### config.mk
export PLATFORM = sky130hd
export DESIGN_NAME = scc_ctrl
export DESIGN_NICKNAME = d
export VERILOG_FILES = /design/src/hdl/strongly_connected_components_defines.svh /design/src/hdl/scc_pkg.sv /design/src/hdl/scc_ctrl.sv
export SDC_FILE = /design/constraint.sdc
export NUM_CORES = 1
export LEC_CHECK = 0
export ABC_AREA = 1
export CORE_AREA = 2 2 39 41
export CTS_CLUSTER_SIZE = 8
export DETAILED_ROUTE_END_ITERATION = 8
export DIE_AREA = 0 0 41 43
export DONT_BUFFER_PORTS = 1
export GPL_TIMING_DRIVEN = 1
export MAX_ROUTING_LAYER = met4
export PLACE_DENSITY_LB_ADDON = 0.1
export SKIP_CTS_REPAIR_TIMING = 1
export SLEW_MARGIN = 20
export SYNTH_ARGS = -nofsm -noshare
export SYNTH_HDL_FRONTEND = slang
export SYNTH_SLANG_ARGS = --single-unit
### constraint.sdc
create_clock -name clk -period 1.4 [get_ports clk]
set_input_delay 0.07 -clock clk [delete_from_list [all_inputs] [get_ports clk]]
set_output_delay 0.07 -clock clk [all_outputs]
set_load 0.01 [all_outputs]
### src/hdl/strongly_connected_components_defines.svh
// assertion macros used by the asserting top-level file
`ifndef STRONGLY_CONNECTED_COMPONENTS_DEFINES_SVH
`define STRONGLY_CONNECTED_COMPONENTS_DEFINES_SVH

// same-cycle implication
`define SCC_ASSERT_NOW(label, ante, cons) \
  label: assert property (@(posedge clk) disable iff (!rst_n) (ante) |-> (cons)) \
    else $error("scc check failed");

// next-cycle implication
`define SCC_ASSERT_NEXT(label, ante, cons) \
  label: assert property (@(posedge clk) disable iff (!rst_n) (ante) |=> (cons)) \
    else $error("scc check failed");

`endif

### src/hdl/scc_pkg.sv
`timescale 1ns / 1ps
package scc_pkg;
  localparam int VTX_W = 6;
  localparam int NV_W  = 7;
  localparam int ACT_W = 2;

  localparam logic [ACT_W-1:0] ACT_ADD   = 2'd0;
  localparam logic [ACT_W-1:0] ACT_RUN   = 2'd1;
  localparam logic [ACT_W-1:0] ACT_CLEAR = 2'd2;

  typedef enum logic [4:0] {
    OP_NONE,
    OP_ADD,
    OP_CLEAR,
    OP_FWD_INIT,
    OP_ROOT_START,
    OP_ROOT_NEXT,
    OP_F_PUSH,
    OP_F_NEXT,
    OP_F_POP,
    OP_F_RESTORE,
    OP_R_INIT,
    OP_FIN_POP,
    OP_R_START,
    OP_R_CMP,
    OP_R_POP,
    OP_R_ADV,
    OP_R_PUSH,
    OP_R_RESTORE,
    OP_E_POP,
    OP_E_LOAD
  } dp_op_t;

  typedef struct packed {
    logic root_end;
    logic root_vis;
    logic scan_end;
    logic fwd_hit;
    logic ss_empty;
    logic fin_empty;
    logic fin_vis;
    logic best_ok;
    logic best_vis;
    logic mem_empty;
  } scc_stat_t;
endpackage

### src/hdl/scc_ctrl.sv
`timescale 1ns / 1ps
module scc_ctrl import scc_pkg::*; (
  input  logic             clk,
  input  logic             rst_n,
  input  logic             in_valid,
  input  logic [ACT_W-1:0] action,
  input  logic             out_free,
  input  scc_stat_t        stat,
  output logic             in_ready,
  output dp_op_t           op
);
  typedef enum logic [3:0] {
    S_IDLE, S_ROOT, S_FRD, S_FCHK, S_FRES, S_RFIN, S_RFCHK,
    S_RRD, S_RCHK, S_RRES, S_EPOP, S_ELOAD
  } state_t;

  state_t state_r, state_nxt;
  logic   in_ready_r;

  always_comb begin
    state_nxt = state_r;
    op        = OP_NONE;
    case (state_r)
      S_IDLE: begin
        if (in_valid && in_ready_r) begin
          case (action)
            ACT_ADD:   op = OP_ADD;
            ACT_CLEAR: op = OP_CLEAR;
            ACT_RUN: begin
              op        = OP_FWD_INIT;
              state_nxt = S_ROOT;
            end
            default:   op = OP_NONE;
          endcase
        end
      end
      S_ROOT: begin
        if (stat.root_end) begin
          op        = OP_R_INIT;
          state_nxt = S_RFIN;
        end else if (stat.root_vis) begin
          op = OP_ROOT_NEXT;
        end else begin
          op        = OP_ROOT_START;
          state_nxt = S_FRD;
        end
      end
      S_FRD: state_nxt = S_FCHK;
      S_FCHK: begin
        if (stat.scan_end) begin
          op        = OP_F_POP;
          state_nxt = stat.ss_empty ? S_ROOT : S_FRES;
        end else if (stat.fwd_hit) begin
          op        = OP_F_PUSH;
          state_nxt = S_FRD;
        end else begin
          op        = OP_F_NEXT;
          state_nxt = S_FRD;
        end
      end
      S_FRES: begin
        op        = OP_F_RESTORE;
        state_nxt = S_FRD;
      end
      S_RFIN: begin
        if (stat.fin_empty) begin
          state_nxt = S_IDLE;
        end else begin
          op        = OP_FIN_POP;
          state_nxt = S_RFCHK;
        end
      end
      S_RFCHK: begin
        if (stat.fin_vis) begin
          state_nxt = S_RFIN;
        end else begin
          op        = OP_R_START;
          state_nxt = S_RRD;
        end
      end
      S_RRD: state_nxt = S_RCHK;
      S_RCHK: begin
        if (!stat.scan_end) begin
          op        = OP_R_CMP;
          state_nxt = S_RRD;
        end else if (!stat.best_ok) begin
          op        = OP_R_POP;
          state_nxt = stat.ss_empty ? S_EPOP : S_RRES;
        end else if (stat.best_vis) begin
          op        = OP_R_ADV;
          state_nxt = S_RRD;
        end else begin
          op        = OP_R_PUSH;
          state_nxt = S_RRD;
        end
      end
      S_RRES: begin
        op        = OP_R_RESTORE;
        state_nxt = S_RRD;
      end
      S_EPOP: begin
        if (out_free) begin
          op        = OP_E_POP;
          state_nxt = S_ELOAD;
        end
      end
      S_ELOAD: begin
        op        = OP_E_LOAD;
        state_nxt = stat.mem_empty ? S_RFIN : S_EPOP;
      end
      default: state_nxt = S_IDLE;
    endcase
  end

  always_ff @(posedge clk) begin
    if (!rst_n) begin
      state_r    <= S_IDLE;
      in_ready_r <= 1'b0;
    end else begin
      state_r    <= state_nxt;
      in_ready_r <= (state_nxt == S_IDLE);
    end
  end

  assign in_ready = in_ready_r;
endmodule

# After elaboration in Yosys (flattened, before gate mapping)
# Index checks and enable logic that the tools add are counted.
[totals]
ff_bits = 5
inputBits = 16
output_inout_bits = 6
elab_cells = 46
[op_classes]
eq_ne = 13
mux = 27
n_reduce_logical = 4
[ops]
columns = ["operator", "count"]
rows = [
  ["case mux 5 bit (10 select lines)", 1],
  ["2-to-1 mux 4 bit", 12],
  ["case mux 4 bit (12 select lines)", 1],
  ["2-to-1 mux 5 bit", 4],
  ["== test 4 x 3 -> 1 bit, second input constant", 4],
  ["== test 4 bit, second input constant", 4],
  ["2-to-1 mux 3 bit", 3],
  ["== test 4 x 2 -> 1 bit, second input constant", 2],
  ["zero test 4 bit", 2],
  ["2-to-1 mux 2 bit", 3],
  ["case mux 2 bit (3 select lines)", 1],
  ["== test 4 x 1 -> 1 bit, second input constant", 1],
  ["== test 2 x 1 -> 1 bit, second input constant", 1],
  ["== test 2 bit, second input constant", 1],
  ["zero test 2 bit", 1],
  ["2-to-1 mux 1 bit", 2],
  ["logical AND 1 bit", 1],
]

# Depth between registers and ports, before layout
# Gate-level depths: netlist of the first run.
[depth]
word_depth = 5
ltp_mapped = 11
depth_no_buf = 10

# Worst setup path after synthesis of the first run
# OpenSTA, ideal clock, no wires.
[synth_path]
path_type = "register -> register"
from = "register state_r[3]"
to = "register in_ready_r (netlist: in_ready)"
setup_ns = 0.112
arrival_ns = 1.053
slack_ns = 0.234
stages_incl_launch_ff = 9
period_less_slack_ns = 1.166
path_cell_list = "dfxtp_1 nor2_1 nand3_1 nand2_1 inv_1 nand2_1 nor2_1 nand3_1 nor2_1"
[synth_via]
elab_chain_cells = 4
elab_cells_between_ends = 19
cone_classes = "eq/ne (11); mux (6); reduce/logical (2)"
[synth_lines]
columns = ["item", "line_no", "text"]
rows = [
  ["from (decl)", "scc_ctrl.sv:17", "state_t state_r, state_nxt;"],
  ["from (signal assigned)", "scc_ctrl.sv:120", "state_r <= state_nxt;"],
  ["2-to-1 mux 4 bit, on equally long branches", "scc_ctrl.sv:41, scc_ctrl.sv:26", ""],
  ["2-to-1 mux 4 bit, on equally long branches", "scc_ctrl.sv:38, scc_ctrl.sv:25", ""],
  ["case mux 4 bit (12 select lines) *", "scc_ctrl.sv:23", "case (state_r)"],
  ["zero test 4 bit *", "scc_ctrl.sv:121", "in_ready_r <= (state_nxt == S_IDLE);"],
  ["to (signal assigned)", "scc_ctrl.sv:121", ""],
  ["to (decl)", "scc_ctrl.sv:18", "logic in_ready_r;"],
]
# Every way passes the cells marked *; elsewhere a longest branch is shown, timed or not.
# A chain may end at the register's enable or synchronous reset.

# Final worst setup path of the first run
[layout_path]
from = "register state_r[0]"
to = "output op[1]"
[layout_via]
elab_chain_cells = 2
elab_cells_between_ends = 11
cone_classes = "eq/ne (9); mux (1); reduce/logical (1)"
[layout_lines]
columns = ["item", "line_no", "text"]
rows = [
  ["== test 4 bit (tied with other cells)", "scc_ctrl.sv:23", ""],
  ["case mux 5 bit (10 select lines) *", "scc_ctrl.sv:23", ""],
  ["to (decl)", "scc_ctrl.sv:10", "output dp_op_t op"],
]
# Marked as above.

==> results.md, run 1 <==
* Status: finished, violations left
* Failing checks: hold timing, setup timing
* Overflow after GRT at 0
* Worst min path class: in -> reg
* Sequential-to-total area share from yosys stat at 0.143
* WP data arrival at between 1 and 1.5 ns
* Slew @ Worst Pin at around 0.21 ns
* Row count at 14
* Number of CTS-inserted buffers at 3
* DRT Pass-1 Iters at 4
* Area grow syn2layout at 26.9%
* RSZ-0062 raised after global routing: true
* Max Cap Viol at 0
* Relative slew slack at 0.859
* Synth Cell Area at around 700 sq um
* Post-DP HPWL at roughly 1.5 mm
* Period minus WS final at between 1 and 1.5 ns
* Core Region at approximately 1400 sq um
* Die Ht at ~43 microns
* First-pass GRT wire length at 2.90 mm
* Worst-Skew Late Latency at between 0.2 and 0.25 ns
* Largest net degree at the start of global routing at 11
* Max Clock Skew at 0.00590 ns
* Pre-CTS WS at approximately 0.055 ns
* Mapped Avg Cell Area at between 5 and 6 sq um
* Final worst slack at -0.0317 ns
* Worst Setup End Kind: primary output
* Vias in the first global route at 759
* Crit Path Category: reg -> out
* Leakage power at about 0.49 nW
* Syn. warnings at 0
* GP Congestion at approximately 0.9
* Initial core utilization at 0.505
* Drt initial violations at 43
* DRC at 0
* Netlist cell types at 20
* N_diodes at 0
* Worst setup SP type: flip-flop
* Net Count, Synth at 150
* Port Buf Inserts at 0
* Worst path buffer plus inverter count at 1
* Power density cells at 491 nW/um^2
* Final worst path period share at 1.02
* WP data required at ~1.3 ns
* Max Slew Vio Count at 0
* Fin. Hold Viols at 4
* CP max stage cell: dfxtp_4
* TNS Setup at -0.0467 ns
* Peak supply drop at about 0.48 mV
* Final hold slack at -0.0107 ns
* Register bit total from synthesis at 5
* Final Instance Area at 886 sq um
* Fmax at 698 MHz
* Pwr Total at 0.435 mW
* # fillers at 130
* Post-DRT Antenna Nets at 0
* Vias/cell at ~5.5
* Clk slew on worst S/H paths at about 0.04 ns
* CP top delay family: simple AND/OR/NAND/NOR gates
* Final count of negative-setup-slack endpoints at 2
* Critical Path Most Common Cell: nand3_1
* Die Wd at around 40 microns
* Io pins at 22
* CTS root buffer: clkbuf_4
* Die ar. at between 1500 and 2000 sq um
* CP max stage delay at between 0.4 and 0.5 ns
* Cell Area, Placed at 703 sq um
* Wire length per cell at ~13 microns
* Critical path peak fanout at 8
* Clk sinks at 5
* Final nets at around 160
* CTS tree: yes
* Cell breakdown of the critical path: inv_2 > nand2_2 > nor2_4 > nand3_1 > nand2_1 > nor3b_2 > nand3_1
* Layout cells sized above 1 at 0.273
* Antenna violations before repair at 0
* Clock Path Buffers at 2
* Vias at between 800 and 900
* H-tree lvl count at 1
* Total wire length at between 2 and 2.5 mm
* Cell count after synthesis at approximately 130
* Gr usage total at 0.247
cells by family after synthesis:
group | count (synthesis) | share of synthesized area
DFF | 5 | 0.143
and+or+nand+nor | 93 | 0.593
buffers and inverters | 22 | 0.145
AOI/OAI and AO/OA | 8 | 0.0645
adders and majority gates | 3 | 0.0538
metal layers:
metal / vias to the layer above / part of all wire / track usage / routed length [microns]
met1: 380 / 0.38 / 0.271 / 785
met4: 0 / 0.040 / 0.113 / 83
met5: - / 0 / - / 0
li1: 446 / - / - / -
met3: 8 / 0.083 / 0.0419 / 174
met2: 48 / 0.50 / 0.409 / 1050
worst paths after layout:
kind	endpoint	cells after the start	slack, ns	start
max	op[1]	7	-0.03	state_r[0]$_SDFF_PN0_
min	state_r[0]$_SDFF_PN0_	2	-0.01	rst_n
max reg2reg	in_ready$_SDFF_PN0_	8	0.11	state_r[1]$_SDFF_PN0_
min reg2reg	state_r[3]$_SDFF_PN0_	5	0.75	state_r[3]$_SDFF_PN0_
cells in the mapped netlist:
master | instances | share of area
nand2_1 | 39 | 0.21
nor2_1 | 24 | 0.13
inv_1 | 17 | 0.091
nand3_1 | 16 | 0.11
dfxtp_1 | 5 | 0.14
nand4_1 | 5 | 0.045
a21oi_1 | 4 | 0.029
ha_1 | 3 | 0.054
buf_6 | 2 | 0.032
inv_2 | 2 | 0.011
nand3_2 | 2 | 0.029
nor3b_1 | 2 | 0.021
o211ai_1 | 2 | 0.021
o21ai_0 | 2 | 0.014
buf_4 | 1 | 0.011
nand3b_1 | 1 | 0.011
nor2_2 | 1 | 0.0090
nor3_1 | 1 | 0.0072
nor4_1 | 1 | 0.0090
or2_0 | 1 | 0.0090
flip-flops by register name, indices dropped and copies added (netlist names):
| signal | cells |
|---|---|
| state_r | 4 |
| in_ready | 1 |
where the power goes:
part           total, mW  leakage [nW]  internal (mW)  switching, mW
Combinational      0.108         0.427         0.0387         0.0688
Sequential         0.166        0.0436          0.148         0.0175
Clock              0.162        0.0150          0.107         0.0544
placed cells by master (no fill, tap or decap), drive strengths merged:
cell / count
nand2: 39
nor2: 25
inv: 19
nand3: 18
buf: 10
nand4: 5
dfxtp: 5
a21oi: 4
clkbuf: 4
ha: 3
nor3b: 2
o211ai: 2
o21ai: 2
nor3: 1
nor4: 1
or2: 1
nand3b: 1
dlygate4sd3: 1
through the flow:
step | cells | utilization
global placement | 146 | 0.508
detailed placement | 146 | 0.508
finish | 159 | 0.640
global route | 159 | 0.640
floorplan | 131 | -
CTS | 150 | 0.527
final cells by class:
| type | count | area (sq um) | area share |
|---|---|---|---|
| inverter | 19 | 76.3 | 0.0862 |
| tap | 16 | 20.0 | 0.0226 |
| multi-input combinational | 104 | 562 | 0.634 |
| sequential | 5 | 113 | 0.127 |
| timing repair buffer | 11 | 88.8 | 0.100 |
| clock buffer | 4 | 26.3 | 0.0297 |
(Power assumes the default switching activity.)
==> run 2, diff against run 1 <==
==> constraint.sdc (replaced) <==
create_clock -name clk -period 1.55 [get_ports clk]
set_input_delay 0.0775 -clock clk [delete_from_list [all_inputs] [get_ports clk]]
set_output_delay 0.0775 -clock clk [all_outputs]
set_load 0.01 [all_outputs]
==> run 2 against run 1 <==
Net effect: the flow finishes with violations (hold timing); first-iteration DRC count fell by 58%; register-to-register slack better by 0.09 ns; sequential share of layout area up 0.60 points; non-clock buffer count down 6; clock power shrank 6%; sequential power shrank 9%; via count fell by 4.8%; clock-buffer cell count did not move; global-route usage shrank 1.2 points; clock skew decreased by 0.0019 ns; critical path depth is 3 lower; setup slack improved by 0.081 ns.
==> results.md, run 2 (same netlist as run 1, synthesis figures left out) <==
* Status: finished, violations left
* Failing checks: hold timing
* Fmax at between 600 and 700 MHz
* Relative slew slack at 0.780
* Slew @ Worst Pin at roughly 0.33 ns
* Peak supply drop at approximately 0.37 mV
* Worst min path class: in -> reg
* Number of CTS-inserted buffers at 3
* N_diodes at 0
* Fin. Hold Viols at 3
* Hold Crit Endpoint: state_r[0]$_SDFF_PN0_
* Antenna violations before repair at 0
* WP data arrival at between 1 and 1.5 ns
* Die ar. at roughly 1800 sq um
* Vias at 840
* Area grow syn2layout at 13.1%
* R2r setup slk at 0.20 ns
* Storage cell area at around 110 sq um
* Layout cells sized above 1 at 0.175
* Core Region at around 1400 sq um
* Die Wd at slightly above 40 microns
* Row count at 14
* Number of flip-flops in the largest register at 4
* CTS tree: yes
* WP data required at ~1.5 ns
* Period minus WS final at roughly 1.5 ns
* CTS root buffer: clkbuf_4
* Largest net degree at the start of global routing at 12
* Reg-to-Reg Start: state_r[3]$_SDFF_PN0_
* Met2 Track Usage GR at 0.384
* Total wire length at between 1.5 and 2 mm
* Area of the multi-input gates at approximately 530 sq um
* Cell Area, Placed at 696 sq um
* Vias/cell at 5.49
* Clock Path Buffers at 2
* Crit Path Category: reg -> out
* Drt initial violations at 18
* Final cell count without fillers at ~150
* GR peak layer: met2
* Power density cells at between 400 and 500 nW/um^2
* Die Ht at roughly 43 microns
* RSZ-0062 raised after global routing: true
* Reg-to-reg endpoint: in_ready$_SDFF_PN0_
* Port Buf Inserts at 0
* Clk sinks at 5
* Wire length per cell at about 12 microns
* # fillers at approximately 170
* Clk slew on worst S/H paths at ~0.040 ns
* R2R cell count at 10
* Post-DRT Antenna Nets at 0
* Worst setup SP type: flip-flop
* Most frequent cells in the layout: nand2_1 (39), nor2_1 (20), inv_1 (15), nand3_1 (15), nand4_1 (5)
* Largest reg by FF count: state_r
* Post-DP HPWL at 1.49 mm
* Final worst path period share at 0.968
* Routing usage on met1 at 0.262
* GP Congestion at 0.908
* Critical path peak fanout at 7
* Initial core utilization at 0.505
* Final nets at around 160
* Final count of negative-setup-slack endpoints at 0
* Io pins at 22
* Worst-Skew Late Latency at 0.25 ns
* GRT met3 Usage at 0.0471
* Min-Delay Path Depth at 2
* Vias in the first global route at ~700
* Gr usage total at 0.235
* Crit path launch: state_r[3]$_SDFF_PN0_
* Leakage power at around 0.45 nW
* Placed Instances at approximately 150
* Worst Setup End Kind: primary output
* Max Cap Viol at 0
* Hold Crit Start: rst_n
* H-tree lvl count at 1
* DRT Pass-1 Iters at 4
* DRC at 0
* Final Instance Area at just under 800 sq um
* Max Slew Vio Count at 0
* Pwr Total at roughly 0.39 mW
* First-pass GRT wire length at roughly 2.8 mm
* Overflow after GRT at 0
* Final hold slack at -0.0201 ns
* Max Clock Skew at 0.00401 ns
* Commonest non-fill, non-tap cell in the layout: nand2_1
==> run 2: area by class of cell <==
type	count	area share
clock buffer	4	0.0333
tap	16	0.0254
multi-input combinational	104	0.667
timing repair buffer	5	0.0507
inverter	19	0.0903
sequential	5	0.133
==> run 2: power breakdown <==
| part | internal, mW | switching (mW) |
|---|---|---|
| Sequential | 0.137 | 0.0135 |
| Combinational | 0.0298 | 0.0567 |
| Clock | 0.0974 | 0.0554 |
| Total | 0.265 | 0.126 |
==> run 2: worst max path at each step <==
| stage | end | slack (ns) | cells past startpoint |
|---|---|---|---|
| floorplan | in_ready$_SDFF_PN0_ | 0.38 | 8 |
| global placement | in_ready$_SDFF_PN0_ | 0.08 | 8 |
| detailed placement | in_ready$_SDFF_PN0_ | 0.12 | 8 |
| CTS | op[0] | -0.12 | 4 |
| global route | op[1] | -0.03 | 7 |
| finish | op[0] | 0.05 | 4 |
==> run 2: stage by stage <==
step | worst slack, ns | TNS, ns | utilization
2_1_floorplan | 0.384 | 0 | -
3_3_place_gp | 0.0763 | 0 | 0.503
3_5_place_dp | 0.124 | 0 | 0.503
4_1_cts | -0.121 | -0.245 | 0.522
5_1_grt | -0.0262 | -0.0374 | 0.571
6_report | 0.0490 | 0 | 0.571
==> run 2: worst max-delay path, stage by stage, from the launching register on <==
cell	delay [ns]
dfxtp_2	0.33
nor2_2	0.29
nand3_2	0.18
or2_0	0.23
nand4_1	0.14
==> run 2: layer usage <==
metal / wire [microns] / up-vias
met2: 971 / 38
met4: 19 / 0
met5: 0 / -
li1: - / 429
met3: 124 / 2
met1: 751 / 371
